**config.mk**
```make
export PLATFORM = sky130hd
export DESIGN_NAME = packbits_rle_transpose_decoder_flat
export DESIGN_NICKNAME = d
export VERILOG_FILES = /design/src/hdl/prbt_pkg.sv /design/src/hdl/prbt_in_if.sv /design/src/hdl/prbt_out_if.sv /design/src/hdl/prbt_decode.sv /design/src/hdl/prbt_skid.sv /design/src/hdl/packbits_rle_transpose_decoder.sv /design/src/flat_wrapper.sv
export SDC_FILE = /design/constraint.sdc
export NUM_CORES = 1
export LEC_CHECK = 0
export BUFFER_PORTS_ARGS = -buffer_cell sky130_fd_sc_hd__buf_4
export CORE_ASPECT_RATIO = 0.75
export CORE_MARGIN = 4
export CORE_UTILIZATION = 42
export DETAILED_ROUTE_END_ITERATION = 8
export SYNTH_ARGS = -nofsm -noshare
export SYNTH_HDL_FRONTEND = slang
export SYNTH_HIERARCHICAL = 1
export SYNTH_SLANG_ARGS = --single-unit
```
**constraint.sdc**
```tcl
create_clock -name clk -period 8.3 [get_ports clk]
set_input_delay 2.075 -clock clk [delete_from_list [all_inputs] [get_ports clk]]
set_output_delay 2.075 -clock clk [all_outputs]
set_load 0.01 [all_outputs]
```
**src/hdl/prbt_pkg.sv**
```systemverilog
// ---------------------------------------------------------------------------
// prbt_pkg
// Types and constants shared by the PackBits transpose decoder modules.
// ---------------------------------------------------------------------------
package prbt_pkg;

  // Configuration register indexes.
  localparam int unsigned CfgIdxW = 2;
  localparam int unsigned CfgDataW = 16;
  localparam logic [CfgIdxW-1:0] CFG_IMAGE_WIDTH  = 2'd0;
  localparam logic [CfgIdxW-1:0] CFG_IMAGE_HEIGHT = 2'd1;
  localparam logic [CfgIdxW-1:0] CFG_COMPRESSED   = 2'd2;

  // Input operation codes.
  localparam logic OP_DATA = 1'b0;
  localparam logic OP_TICK = 1'b1;

  // PackBits no-op code (-128 as a signed byte).
  localparam logic [7:0] CODE_NOP = 8'h80;

  // Run state of the decoder.
  typedef enum logic [3:0] {
    MODE_CODE    = 4'b0001,
    MODE_LITERAL = 4'b0010,
    MODE_VALUE   = 4'b0100,
    MODE_REPEAT  = 4'b1000
  } mode_t;

  // One result item.
  typedef struct packed {
    logic        pixel_valid;
    logic [7:0]  pixel_value;
    logic [31:0] pixel_address;
    logic        last_pixel;
    logic [6:0]  repeats_left;
    logic        dropped;
  } res_t;

endpackage

```
**src/hdl/prbt_in_if.sv**
```systemverilog
// ---------------------------------------------------------------------------
// prbt_in_if
// Input stream channel: one opcode and one stream byte per transfer.
// ---------------------------------------------------------------------------
interface prbt_in_if;
  logic       valid;
  logic       ready;
  logic       opcode;
  logic [7:0] in_byte;

  modport source (output valid, output opcode, output in_byte, input ready);
  modport sink (input valid, input opcode, input in_byte, output ready);
  modport monitor (input valid, input opcode, input in_byte, input ready);
endinterface

```
**src/hdl/prbt_out_if.sv**
```systemverilog
// ---------------------------------------------------------------------------
// prbt_out_if
// Result channel: one decoded pixel report per transfer.
// ---------------------------------------------------------------------------
interface prbt_out_if;
  logic        valid;
  logic        ready;
  logic        pixel_valid;
  logic [7:0]  pixel_value;
  logic [31:0] pixel_address;
  logic        last_pixel;
  logic [6:0]  repeats_left;
  logic        dropped;

  modport source (output valid, output pixel_valid, output pixel_value,
                  output pixel_address, output last_pixel, output repeats_left,
                  output dropped, input ready);
  modport sink (input valid, input pixel_valid, input pixel_value,
                input pixel_address, input last_pixel, input repeats_left,
                input dropped, output ready);
  modport monitor (input valid, input pixel_valid, input pixel_value,
                   input pixel_address, input last_pixel, input repeats_left,
                   input dropped, input ready);
endinterface

```
**src/hdl/prbt_decode.sv**
```systemverilog
// ---------------------------------------------------------------------------
// prbt_decode
// Configuration registers, run state and image position, plus the
// single-pass decode of one stream item into one result.
// ---------------------------------------------------------------------------
module prbt_decode import prbt_pkg::*; (
  input  logic                clk,
  input  logic                rst_n,
  input  logic                cfg_we,
  input  logic [CfgIdxW-1:0]  cfg_index,
  input  logic [CfgDataW-1:0] cfg_data,
  input  logic                item_acc,
  input  logic                opcode,
  input  logic [7:0]          in_byte,
  output res_t                res
);

  logic [15:0] width_r;
  logic [15:0] height_r;
  logic        compressed_r;

  mode_t       mode_r, mode_nxt;
  logic [7:0]  cnt_r, cnt_nxt;
  logic [7:0]  rep_r, rep_nxt;
  logic [15:0] col_r, col_nxt;
  logic [15:0] row_r, row_nxt;

  logic        emit;
  logic [7:0]  emit_value;
  logic [7:0]  cnt_dec;
  logic        col_end;
  logic        row_end;
  logic [31:0] addr;

  // Configuration writes; an index past the list is ignored.
  always_ff @(posedge clk) begin
    if (!rst_n) begin
      width_r      <= 16'd1;
      height_r     <= 16'd1;
      compressed_r <= 1'b0;
    end else if (cfg_we) begin
      unique case (cfg_index)
        CFG_IMAGE_WIDTH:  width_r      <= cfg_data;
        CFG_IMAGE_HEIGHT: height_r     <= cfg_data;
        CFG_COMPRESSED:   compressed_r <= cfg_data[0];
        default: ;
      endcase
    end
  end

  // Column-major address of the current position.
  assign addr    = ({16'd0, col_r} * {16'd0, height_r}) + {16'd0, row_r};
  assign col_end = ({1'b0, col_r} + 17'd1) >= {1'b0, width_r};
  assign row_end = ({1'b0, row_r} + 17'd1) >= {1'b0, height_r};
  assign cnt_dec = cnt_r - 8'd1;

  // Run decode, then position advance for an emitted pixel.
  always_comb begin
    mode_nxt   = mode_r;
    cnt_nxt    = cnt_r;
    rep_nxt    = rep_r;
    col_nxt    = col_r;
    row_nxt    = row_r;
    emit       = 1'b0;
    emit_value = in_byte;
    res        = '0;

    if (opcode == OP_TICK) begin
      if (mode_r == MODE_REPEAT) begin
        cnt_nxt    = cnt_dec;
        mode_nxt   = (cnt_dec == 8'd0) ? MODE_CODE : MODE_REPEAT;
        emit       = 1'b1;
        emit_value = rep_r;
      end
    end else if (!compressed_r) begin
      emit = 1'b1;
    end else begin
      unique case (mode_r)
        MODE_CODE: begin
          if (!in_byte[7]) begin
            mode_nxt = MODE_LITERAL;
            cnt_nxt  = in_byte + 8'd1;
          end else if (in_byte != CODE_NOP) begin
            mode_nxt = MODE_VALUE;
            cnt_nxt  = 8'(9'd257 - {1'b0, in_byte});
          end
        end
        MODE_LITERAL: begin
          cnt_nxt  = cnt_dec;
          mode_nxt = (cnt_dec == 8'd0) ? MODE_CODE : MODE_LITERAL;
          emit     = 1'b1;
        end
        MODE_VALUE: begin
          rep_nxt  = in_byte;
          cnt_nxt  = cnt_dec;
          mode_nxt = (cnt_dec == 8'd0) ? MODE_CODE : MODE_REPEAT;
          emit     = 1'b1;
        end
        MODE_REPEAT: begin
          res.dropped = 1'b1;
        end
        default: ;
      endcase
    end

    if (emit) begin
      res.pixel_valid   = 1'b1;
      res.pixel_value   = emit_value;
      res.pixel_address = addr;
      if (col_end && row_end) begin
        // Final pixel: the whole run and position state clears.
        res.last_pixel = 1'b1;
        mode_nxt       = MODE_CODE;
        cnt_nxt        = 8'd0;
        rep_nxt        = 8'd0;
        col_nxt        = 16'd0;
        row_nxt        = 16'd0;
      end else if (col_end) begin
        col_nxt = 16'd0;
        row_nxt = row_r + 16'd1;
      end else begin
        col_nxt = col_r + 16'd1;
      end
    end

    res.repeats_left = (mode_nxt == MODE_REPEAT) ? cnt_nxt[6:0] : 7'd0;
  end

  // State advances on every accepted item.
  always_ff @(posedge clk) begin
    if (!rst_n) begin
      mode_r <= MODE_CODE;
      cnt_r  <= 8'd0;
      rep_r  <= 8'd0;
      col_r  <= 16'd0;
      row_r  <= 16'd0;
    end else if (item_acc) begin
      mode_r <= mode_nxt;
      cnt_r  <= cnt_nxt;
      rep_r  <= rep_nxt;
      col_r  <= col_nxt;
      row_r  <= row_nxt;
    end
  end

endmodule

```
**src/hdl/prbt_skid.sv**
```systemverilog
// ---------------------------------------------------------------------------
// prbt_skid
// Result register with a skid stage, so a stalled receiver costs no
// input cycle until both entries are full.
// ---------------------------------------------------------------------------
module prbt_skid import prbt_pkg::*; (
  input  logic clk,
  input  logic rst_n,
  input  logic push_valid,
  output logic push_ready,
  input  res_t push_data,
  output logic pop_valid,
  input  logic pop_ready,
  output res_t pop_data
);

  logic main_v_r;
  logic skid_v_r;
  res_t main_r;
  res_t skid_r;
  logic push;
  logic pop;

  assign push_ready = !skid_v_r;
  assign push       = push_valid && push_ready;
  assign pop        = main_v_r && pop_ready;
  assign pop_valid  = main_v_r;
  assign pop_data   = main_r;

  // Valid flags.
  always_ff @(posedge clk) begin
    if (!rst_n) begin
      main_v_r <= 1'b0;
      skid_v_r <= 1'b0;
    end else if (!main_v_r || pop) begin
      main_v_r <= skid_v_r || push;
      skid_v_r <= 1'b0;
    end else if (push) begin
      skid_v_r <= 1'b1;
    end
  end

  // Payload; the skid entry drains into the main entry first.
  always_ff @(posedge clk) begin
    if (!main_v_r || pop) begin
      main_r <= skid_v_r ? skid_r : push_data;
    end else if (push) begin
      skid_r <= push_data;
    end
  end

endmodule

```
**src/hdl/packbits_rle_transpose_decoder.sv**
```systemverilog
// ---------------------------------------------------------------------------
// packbits_rle_transpose_decoder
// PackBits run-length decoder with row-major to column-major addressing.
// ---------------------------------------------------------------------------
// Usage:
//   in_stream carries one item per transfer: opcode 0 is a stream byte, opcode
//   1 is a drain tick that releases one pending repeat pixel. out_stream
//   returns exactly one result per input item, in order, with the pixel value,
//   its address column * image_height + row, the last-pixel flag, the count of
//   repeats still pending and the dropped flag.
//   The cfg_ port writes image_width (index 0), image_height (index 1) and
//   compressed (index 2); write only while the block is idle.
//   Throughput is one item per cycle while the skid entry is empty: decode,
//   one 16 x 16 address multiply and the position advance sit between the
//   state registers and the result register, or the skid entry on a stall.
//   Reset (rst_n low, synchronous) restores width 1, height 1, raw mode and
//   clears the run state and position; the result buffer comes up empty.
//   When the receiver stalls, one more item is taken into the skid entry; then
//   in_stream.ready drops until the result register drains.
// ---------------------------------------------------------------------------
module packbits_rle_transpose_decoder import prbt_pkg::*; (
  input  logic                clk,
  input  logic                rst_n,
  prbt_in_if.sink             in_stream,
  prbt_out_if.source          out_stream,
  input  logic                cfg_we,
  input  logic [CfgIdxW-1:0]  cfg_index,
  input  logic [CfgDataW-1:0] cfg_data
);

  res_t dec_res;
  res_t out_res;
  logic item_acc;

  assign item_acc = in_stream.valid && in_stream.ready;

  // Decode and state.
  prbt_decode u_decode (
    .clk       (clk),
    .rst_n     (rst_n),
    .cfg_we    (cfg_we),
    .cfg_index (cfg_index),
    .cfg_data  (cfg_data),
    .item_acc  (item_acc),
    .opcode    (in_stream.opcode),
    .in_byte   (in_stream.in_byte),
    .res       (dec_res)
  );

  // Result register and skid stage.
  prbt_skid u_skid (
    .clk        (clk),
    .rst_n      (rst_n),
    .push_valid (in_stream.valid),
    .push_ready (in_stream.ready),
    .push_data  (dec_res),
    .pop_valid  (out_stream.valid),
    .pop_ready  (out_stream.ready),
    .pop_data   (out_res)
  );

  // Result fields onto the output channel.
  assign out_stream.pixel_valid   = out_res.pixel_valid;
  assign out_stream.pixel_value   = out_res.pixel_value;
  assign out_stream.pixel_address = out_res.pixel_address;
  assign out_stream.last_pixel    = out_res.last_pixel;
  assign out_stream.repeats_left  = out_res.repeats_left;
  assign out_stream.dropped       = out_res.dropped;

endmodule

```
**src/flat_wrapper.sv**
```systemverilog
// flat-port wrapper written by rule: the top's interface ports become plain ports
module packbits_rle_transpose_decoder_flat import prbt_pkg::*;
  (clk, rst_n, cfg_we, cfg_index, cfg_data, in_stream_valid, in_stream_opcode, in_stream_in_byte, in_stream_ready, out_stream_valid, out_stream_pixel_valid, out_stream_pixel_value, out_stream_pixel_address, out_stream_last_pixel, out_stream_repeats_left, out_stream_dropped, out_stream_ready);
  prbt_in_if in_stream_i ();
  prbt_out_if out_stream_i ();
  input  logic clk;
  input  logic rst_n;
  input  logic cfg_we;
  input  logic [CfgIdxW-1:0] cfg_index;
  input  logic [CfgDataW-1:0] cfg_data;
  input wire logic [$bits(in_stream_i.valid)-1:0] in_stream_valid;
  input wire logic [$bits(in_stream_i.opcode)-1:0] in_stream_opcode;
  input wire logic [$bits(in_stream_i.in_byte)-1:0] in_stream_in_byte;
  output wire logic [$bits(in_stream_i.ready)-1:0] in_stream_ready;
  output wire logic [$bits(out_stream_i.valid)-1:0] out_stream_valid;
  output wire logic [$bits(out_stream_i.pixel_valid)-1:0] out_stream_pixel_valid;
  output wire logic [$bits(out_stream_i.pixel_value)-1:0] out_stream_pixel_value;
  output wire logic [$bits(out_stream_i.pixel_address)-1:0] out_stream_pixel_address;
  output wire logic [$bits(out_stream_i.last_pixel)-1:0] out_stream_last_pixel;
  output wire logic [$bits(out_stream_i.repeats_left)-1:0] out_stream_repeats_left;
  output wire logic [$bits(out_stream_i.dropped)-1:0] out_stream_dropped;
  input wire logic [$bits(out_stream_i.ready)-1:0] out_stream_ready;
  assign in_stream_i.valid = in_stream_valid;
  assign in_stream_i.opcode = in_stream_opcode;
  assign in_stream_i.in_byte = in_stream_in_byte;
  assign in_stream_ready = in_stream_i.ready;
  assign out_stream_valid = out_stream_i.valid;
  assign out_stream_pixel_valid = out_stream_i.pixel_valid;
  assign out_stream_pixel_value = out_stream_i.pixel_value;
  assign out_stream_pixel_address = out_stream_i.pixel_address;
  assign out_stream_last_pixel = out_stream_i.last_pixel;
  assign out_stream_repeats_left = out_stream_i.repeats_left;
  assign out_stream_dropped = out_stream_i.dropped;
  assign out_stream_i.ready = out_stream_ready;
  packbits_rle_transpose_decoder u_core (.clk(clk), .rst_n(rst_n), .in_stream(in_stream_i), .out_stream(out_stream_i), .cfg_we(cfg_we), .cfg_index(cfg_index), .cfg_data(cfg_data));
endmodule
```
# After elaboration in Yosys (flattened, before gate mapping)
# Cells that the tools add are included.
dict set report word_totals {
  register_bits 187
  input_bits 32
  out_inout_bits 52
  word_cells 100
}
dict set report op_classes {
  n_addsub 8
  n_mul 1
  magnitude_cmp 2
  eq_ne 8
  muxes 39
  bitwise_logic 2
  reduce_logical 18
}
# operator n
set op_table {}
lappend op_table {{8-bit 2-to-1 mux} 14}
lappend op_table {{16-bit 2-to-1 mux} 4}
lappend op_table {{50-bit 2-to-1 mux} 1}
lappend op_table {{42-bit 2-to-1 mux} 1}
lappend op_table {{16-bit by 1-bit adder with 17-bit output (second input constant)} 2}
lappend op_table {{17-bit by 16-bit >= comparator with 1-bit output} 2}
lappend op_table {{16-bit by 1-bit adder with 16-bit output (second input constant)} 2}
lappend op_table {{32-bit by 16-bit adder with 32-bit output} 1}
lappend op_table {{16-bit by 16-bit multiplier with 32-bit output} 1}
lappend op_table {{4-bit 2-to-1 mux} 8}
lappend op_table {{8-bit one-hot mux with 2 select lines} 1}
lappend op_table {{4-bit one-hot mux with 3 select lines} 1}
lappend op_table {{2-bit AND reduction} 5}
lappend op_table {{8-bit by 1-bit adder with 8-bit output (second input constant)} 1}
lappend op_table {{4-bit == test (second input constant)} 2}
lappend op_table {{8-bit zero test} 1}
lappend op_table {{8-bit inequality test (second input constant)} 1}
lappend op_table {{1-bit by 8-bit subtractor with 8-bit output (first input constant)} 1}
lappend op_table {{8-bit by 1-bit subtractor with 8-bit output (second input constant)} 1}
lappend op_table {{1-bit 2-to-1 mux} 7}
lappend op_table {{7-bit 2-to-1 mux} 1}
lappend op_table {{4-bit by 1-bit == test with 1-bit output (second input constant)} 1}
lappend op_table {{4-bit by 2-bit == test with 1-bit output (second input constant)} 1}
lappend op_table {{4-bit by 3-bit == test with 1-bit output (second input constant)} 1}
lappend op_table {{other kinds (11)} 17}

# Depth between registers and ports, before layout
dict set report depth {
  word_depth 11
  depth_mapped 26
  depth_no_buf 24
}

# Modules after synthesis
# The synthesis kept the hierarchy.
# mod instances cells_each area_each_um2 seq_area_each_um2
set by_module_without_submodules {}
lappend by_module_without_submodules {prbt_decode 1 1827 14714.1 1701.6}
lappend by_module_without_submodules {prbt_skid 1 164 3937.5 3042.9}
lappend by_module_without_submodules {packbits_rle_transpose_decoder 1 1 6.3 0.0}

# Least setup slack after synthesis
# Ideal clock, no wire load.
dict set report synth_path {
  path_type {input to register}
  start {in out_stream_ready}
  end {reg u_core/u_skid/skid_r[0] (netlist bit) (enable)}
  setup_time_ps 530
  t_arrival_ps 7115
  t_required_ps 7770
  slack_ps 655
  path_stages 2
  n_path_buf 0
  path_cell_list {nand2b_1 nor3b_1}
}
dict set report synth_between {
  elab_chain_len 4
}
# element line
set synth_rtl {}
lappend synth_rtl {{from (decl)} flat_wrapper.sv:22} ;# input wire logic [$bits(out_stream_i.ready)-1:0] out_stream_ready;
lappend synth_rtl {{1-bit logical AND} prbt_skid.sv:26} ;# assign pop = main_v_r && pop_ready;
lappend synth_rtl {{1-bit logical OR} prbt_skid.sv:45} ;# if (!main_v_r || pop) begin
lappend synth_rtl {{1-bit NOT (no line)} --}
lappend synth_rtl {{2-bit AND reduction (no line)} --}
lappend synth_rtl {{to (signal assigned)} prbt_skid.sv:48} ;# skid_r <= push_data;
lappend synth_rtl {{to (decl)} prbt_skid.sv:20} ;# res_t skid_r;
# Every way passes these cells.
# A chain may end at the register's enable or synchronous reset.

==> reports/metrics.cfg <==
[outcome]
status = complete, no violations

[global_routing]
grt.busiest_layer = met1
antenna_found_initial = 0
grt_pass1_wl_um = 75790
grt_max_degree = 66
grt_usage_pct = 20.09
gr-total-overflow = 0
grt_use_met2_pct = 26.24
met3_usage_pct = 5.004
grt_pass1_vias = 13340
grt.met1_usage_pct = 32.90

[sta]
min_period_over_period_pct = 89.58
skew_ps = 18.95
maxSlewViolCount = 0
setup_violations = 0
worstMarginPinSlew_ps = 1207
rsz0062_at_grt = no
worst_slew_margin_rel_pct = 18.77
finalHoldViolCount = 0
fmax_mhz = 134.5
final.min_clock_period_ps = 7435
setup_tns_ps = 0

[floorplanning]
die_x_um = 251.4
initial_core_util_pct = 42.79
ioPinCount = 84
die_y_um = 190.5
rows = 66
core_area_mm2 = 0.04360
die-area_mm2 = 0.04789

[synthesis]
synth_common_cells = inv_1, nand2_1, fa_1
synth_compound_area_share_pct = 8.751
syn_area_per_cell_um2 = 9.366
syn-instance-count = 1992
syn_area_mm2 = 0.01866
yosysSeqAreaShare_pct = 25.43
synth_edf_count = 100
syn_nets = 2380
synth_fa_ha_area_share_pct = 32.32
synthDominantCellAreaShare_pct = 22.53
synth_xor_area_share_pct = 3.755
synthSimpleGateAreaFrac_pct = 16.47
synthTopCellsByArea = fa_1, edfxtp_1, ha_1
synth_top_area_cell = fa_1
yosys_warnings = 6
ys_types = 80
synth_ff_type = edfxtp_1
ys_seq_elements = 187
synthMuxAreaShare_pct = 4.017
synth_top_family_by_area = adder cells
synthMostInstantiatedCell = inv_1
async_reset_ff_share_pct = 0

[worst_setup_path]
start_kind = register
crit_arrival_ps = 7650
rrSetupSlack_ps = 870
path_max_fanout = 20
crit_type = reg -> reg
r2r_end = u_core/u_skid/pop_data[40]
r2r_cells = 21
crit_path_end_kind = register
cp.required_ps = 8520
r2r-start = u_core/u_decode/col_r[5]

[clock_tree]
cts_tree = yes
cts_made_buffers = 17
clk-insertion-delay-late_ps = 470
cts_hold_buf = 0
path_clk_slew_ps = 80
h-tree-depth = 4
clock_path_buffers = 2
ctsRootBufferMaster = clkbuf_16
numClockSinks = 187
cts_resized = 0
postCtsSetupRepairBufs = 0

[drt]
postRouteWirelength_um = 46600
num_vias = 13360
ant_nets = 0
dr.pass1.iters = 5
avgViaCountPerCell = 5.136
drt_iter0_drc = 968
wl_per_cell_um = 17.92
detail_route.drc_violations = 0

[cells_and_area]
post-route-util_pct = 46.55
final_nets = 2398
fillers = 4204
antennaDiodeCount = 0
layout-drive-gt1-share_pct = 10.13
syn2layout_area_growth_pct = 8.785

[min_path]
hp-start = u_core/u_decode/width_r[11]
min-delay-path-class = reg -> reg
worstHoldPathCells = 2
min_to = u_core/u_decode/width_r[11]

[pwr]
p_per_area_mw_per_mm2 = 104.0
p_leak_nw = 9.285
vdd_drop_max_v = 0.0001536

[placed_design]
gp_congestion = 0.8506
hpwl_um = 36080
portBuffers = 83

[job]
drv_cap = 0

==> worst max path at each step <==
stage                                  from                         end  slack, ps  cells past startpoint
6_report           u_core/u_decode/col_r[5]  u_core/u_skid/pop_data[40]        870                     21
5_1_grt        u_core/u_decode/height_r[12]  u_core/u_skid/pop_data[40]        550                     21
4_1_cts            u_core/u_decode/col_r[5]  u_core/u_skid/pop_data[40]        920                     21
3_5_place_dp       u_core/u_decode/col_r[4]  u_core/u_skid/pop_data[40]        940                     21
3_3_place_gp       u_core/u_decode/col_r[4]  u_core/u_skid/pop_data[40]       1070                     21
2_1_floorplan              out_stream_ready     u_core/u_skid/skid_r[0]        660                      2
==> cell type report <==
type	instances	area, µm²	area share, %
multi-input cells	1374	12190	60.08
flip-flops and latches	187	4748	23.39
inverters	327	1227	6.047
repair buffers	103	773.2	3.810
well taps	578	723.2	3.563
clock buffers	20	479.2	2.361
clock inverters	12	151.4	0.7459
==> layer usage <==
metal	up-vias	wire length (µm)
met3	33	3728
met4	0	502
met1	6542	24800
met5	-	0
met2	401	17580
li1	6383	-
==> cell usage in the layout, fill, tap and decap left out, types with 38 or more instances in the layout <==
| cell | count |
|---|---|
| inv_1 | 325 |
| nand2_1 | 298 |
| fa_1 | 210 |
| ha_1 | 146 |
| and2_1 | 125 |
| buf_4 | 103 |
| edfxtp_1 | 100 |
| nor2_1 | 92 |
| dfxtp_1 | 86 |
| a21oi_1 | 57 |
| mux2_4 | 47 |
| xnor2_1 | 46 |
| a21boi_0 | 45 |
| o21ai_0 | 38 |
==> critical path: stages (launching register included) <==
cell and delay [ps]:
dfxtp_1 880, nand2_1 210, fa_1 590, inv_1 50, fa_1 460, fa_1 570, fa_1 540, fa_1 550
inv_1 60, fa_1 530, inv_1 40, ha_1 340, and3_1 210, and2_1 170, a22o_1 190, a41o_1 240
o41ai_2 300, o21ai_0 290, a211oi_1 360, xnor2_1 210, nor2_1 100, mux2_4 280
==> power by group <==
group | total [mW] | switching, mW | internal, mW | leakage, nW
sequential | 1.03 | 0.0287 | 1.00 | 1.74
clock | 0.882 | 0.394 | 0.488 | 0.307
combinational | 0.200 | 0.120 | 0.0798 | 7.24
==> registers in the layout, summed over array words and instances, names as in the netlist <==
signal                        cells
u_core/u_decode/cnt_r             8
u_core/u_decode/col_r            16
u_core/u_decode/compressed_r      1
u_core/u_decode/height_r         16
u_core/u_decode/mode_r            4
u_core/u_decode/rep_r             8
u_core/u_decode/row_r            16
u_core/u_decode/width_r          16
u_core/u_skid/pop_data           50
u_core/u_skid/pop_valid           1
u_core/u_skid/skid_r             50
u_core/u_skid/skid_v_r            1
==> cell families after synthesis <==
logic type,after synthesis
AOI/OAI and AO/OA,241
xor gates and xnor gates,80
adders and majority gates,356
buffers and inverters,431
DFF,187
muxes,51
and+or+nand+nor,646
==> metrics by stage <==
step | setup WS [ps] | hold slack, ps | instance area (µm²) | cells | power (mW)
floorplan | 655.1 | 443.5 | 18660 | 1992 | 1.162
global placement | 1068 | 454.7 | 19670 | 2569 | 1.248
detailed placement | 942.8 | 459.5 | 19670 | 2569 | 1.249
CTS | 923.8 | 469.6 | 20300 | 2601 | 2.137
global route | 545.5 | 487.6 | 20300 | 2601 | 2.196
finish | 865.2 | 466.9 | 20300 | 2601 | 2.111
(Power assumes the default switching activity.)
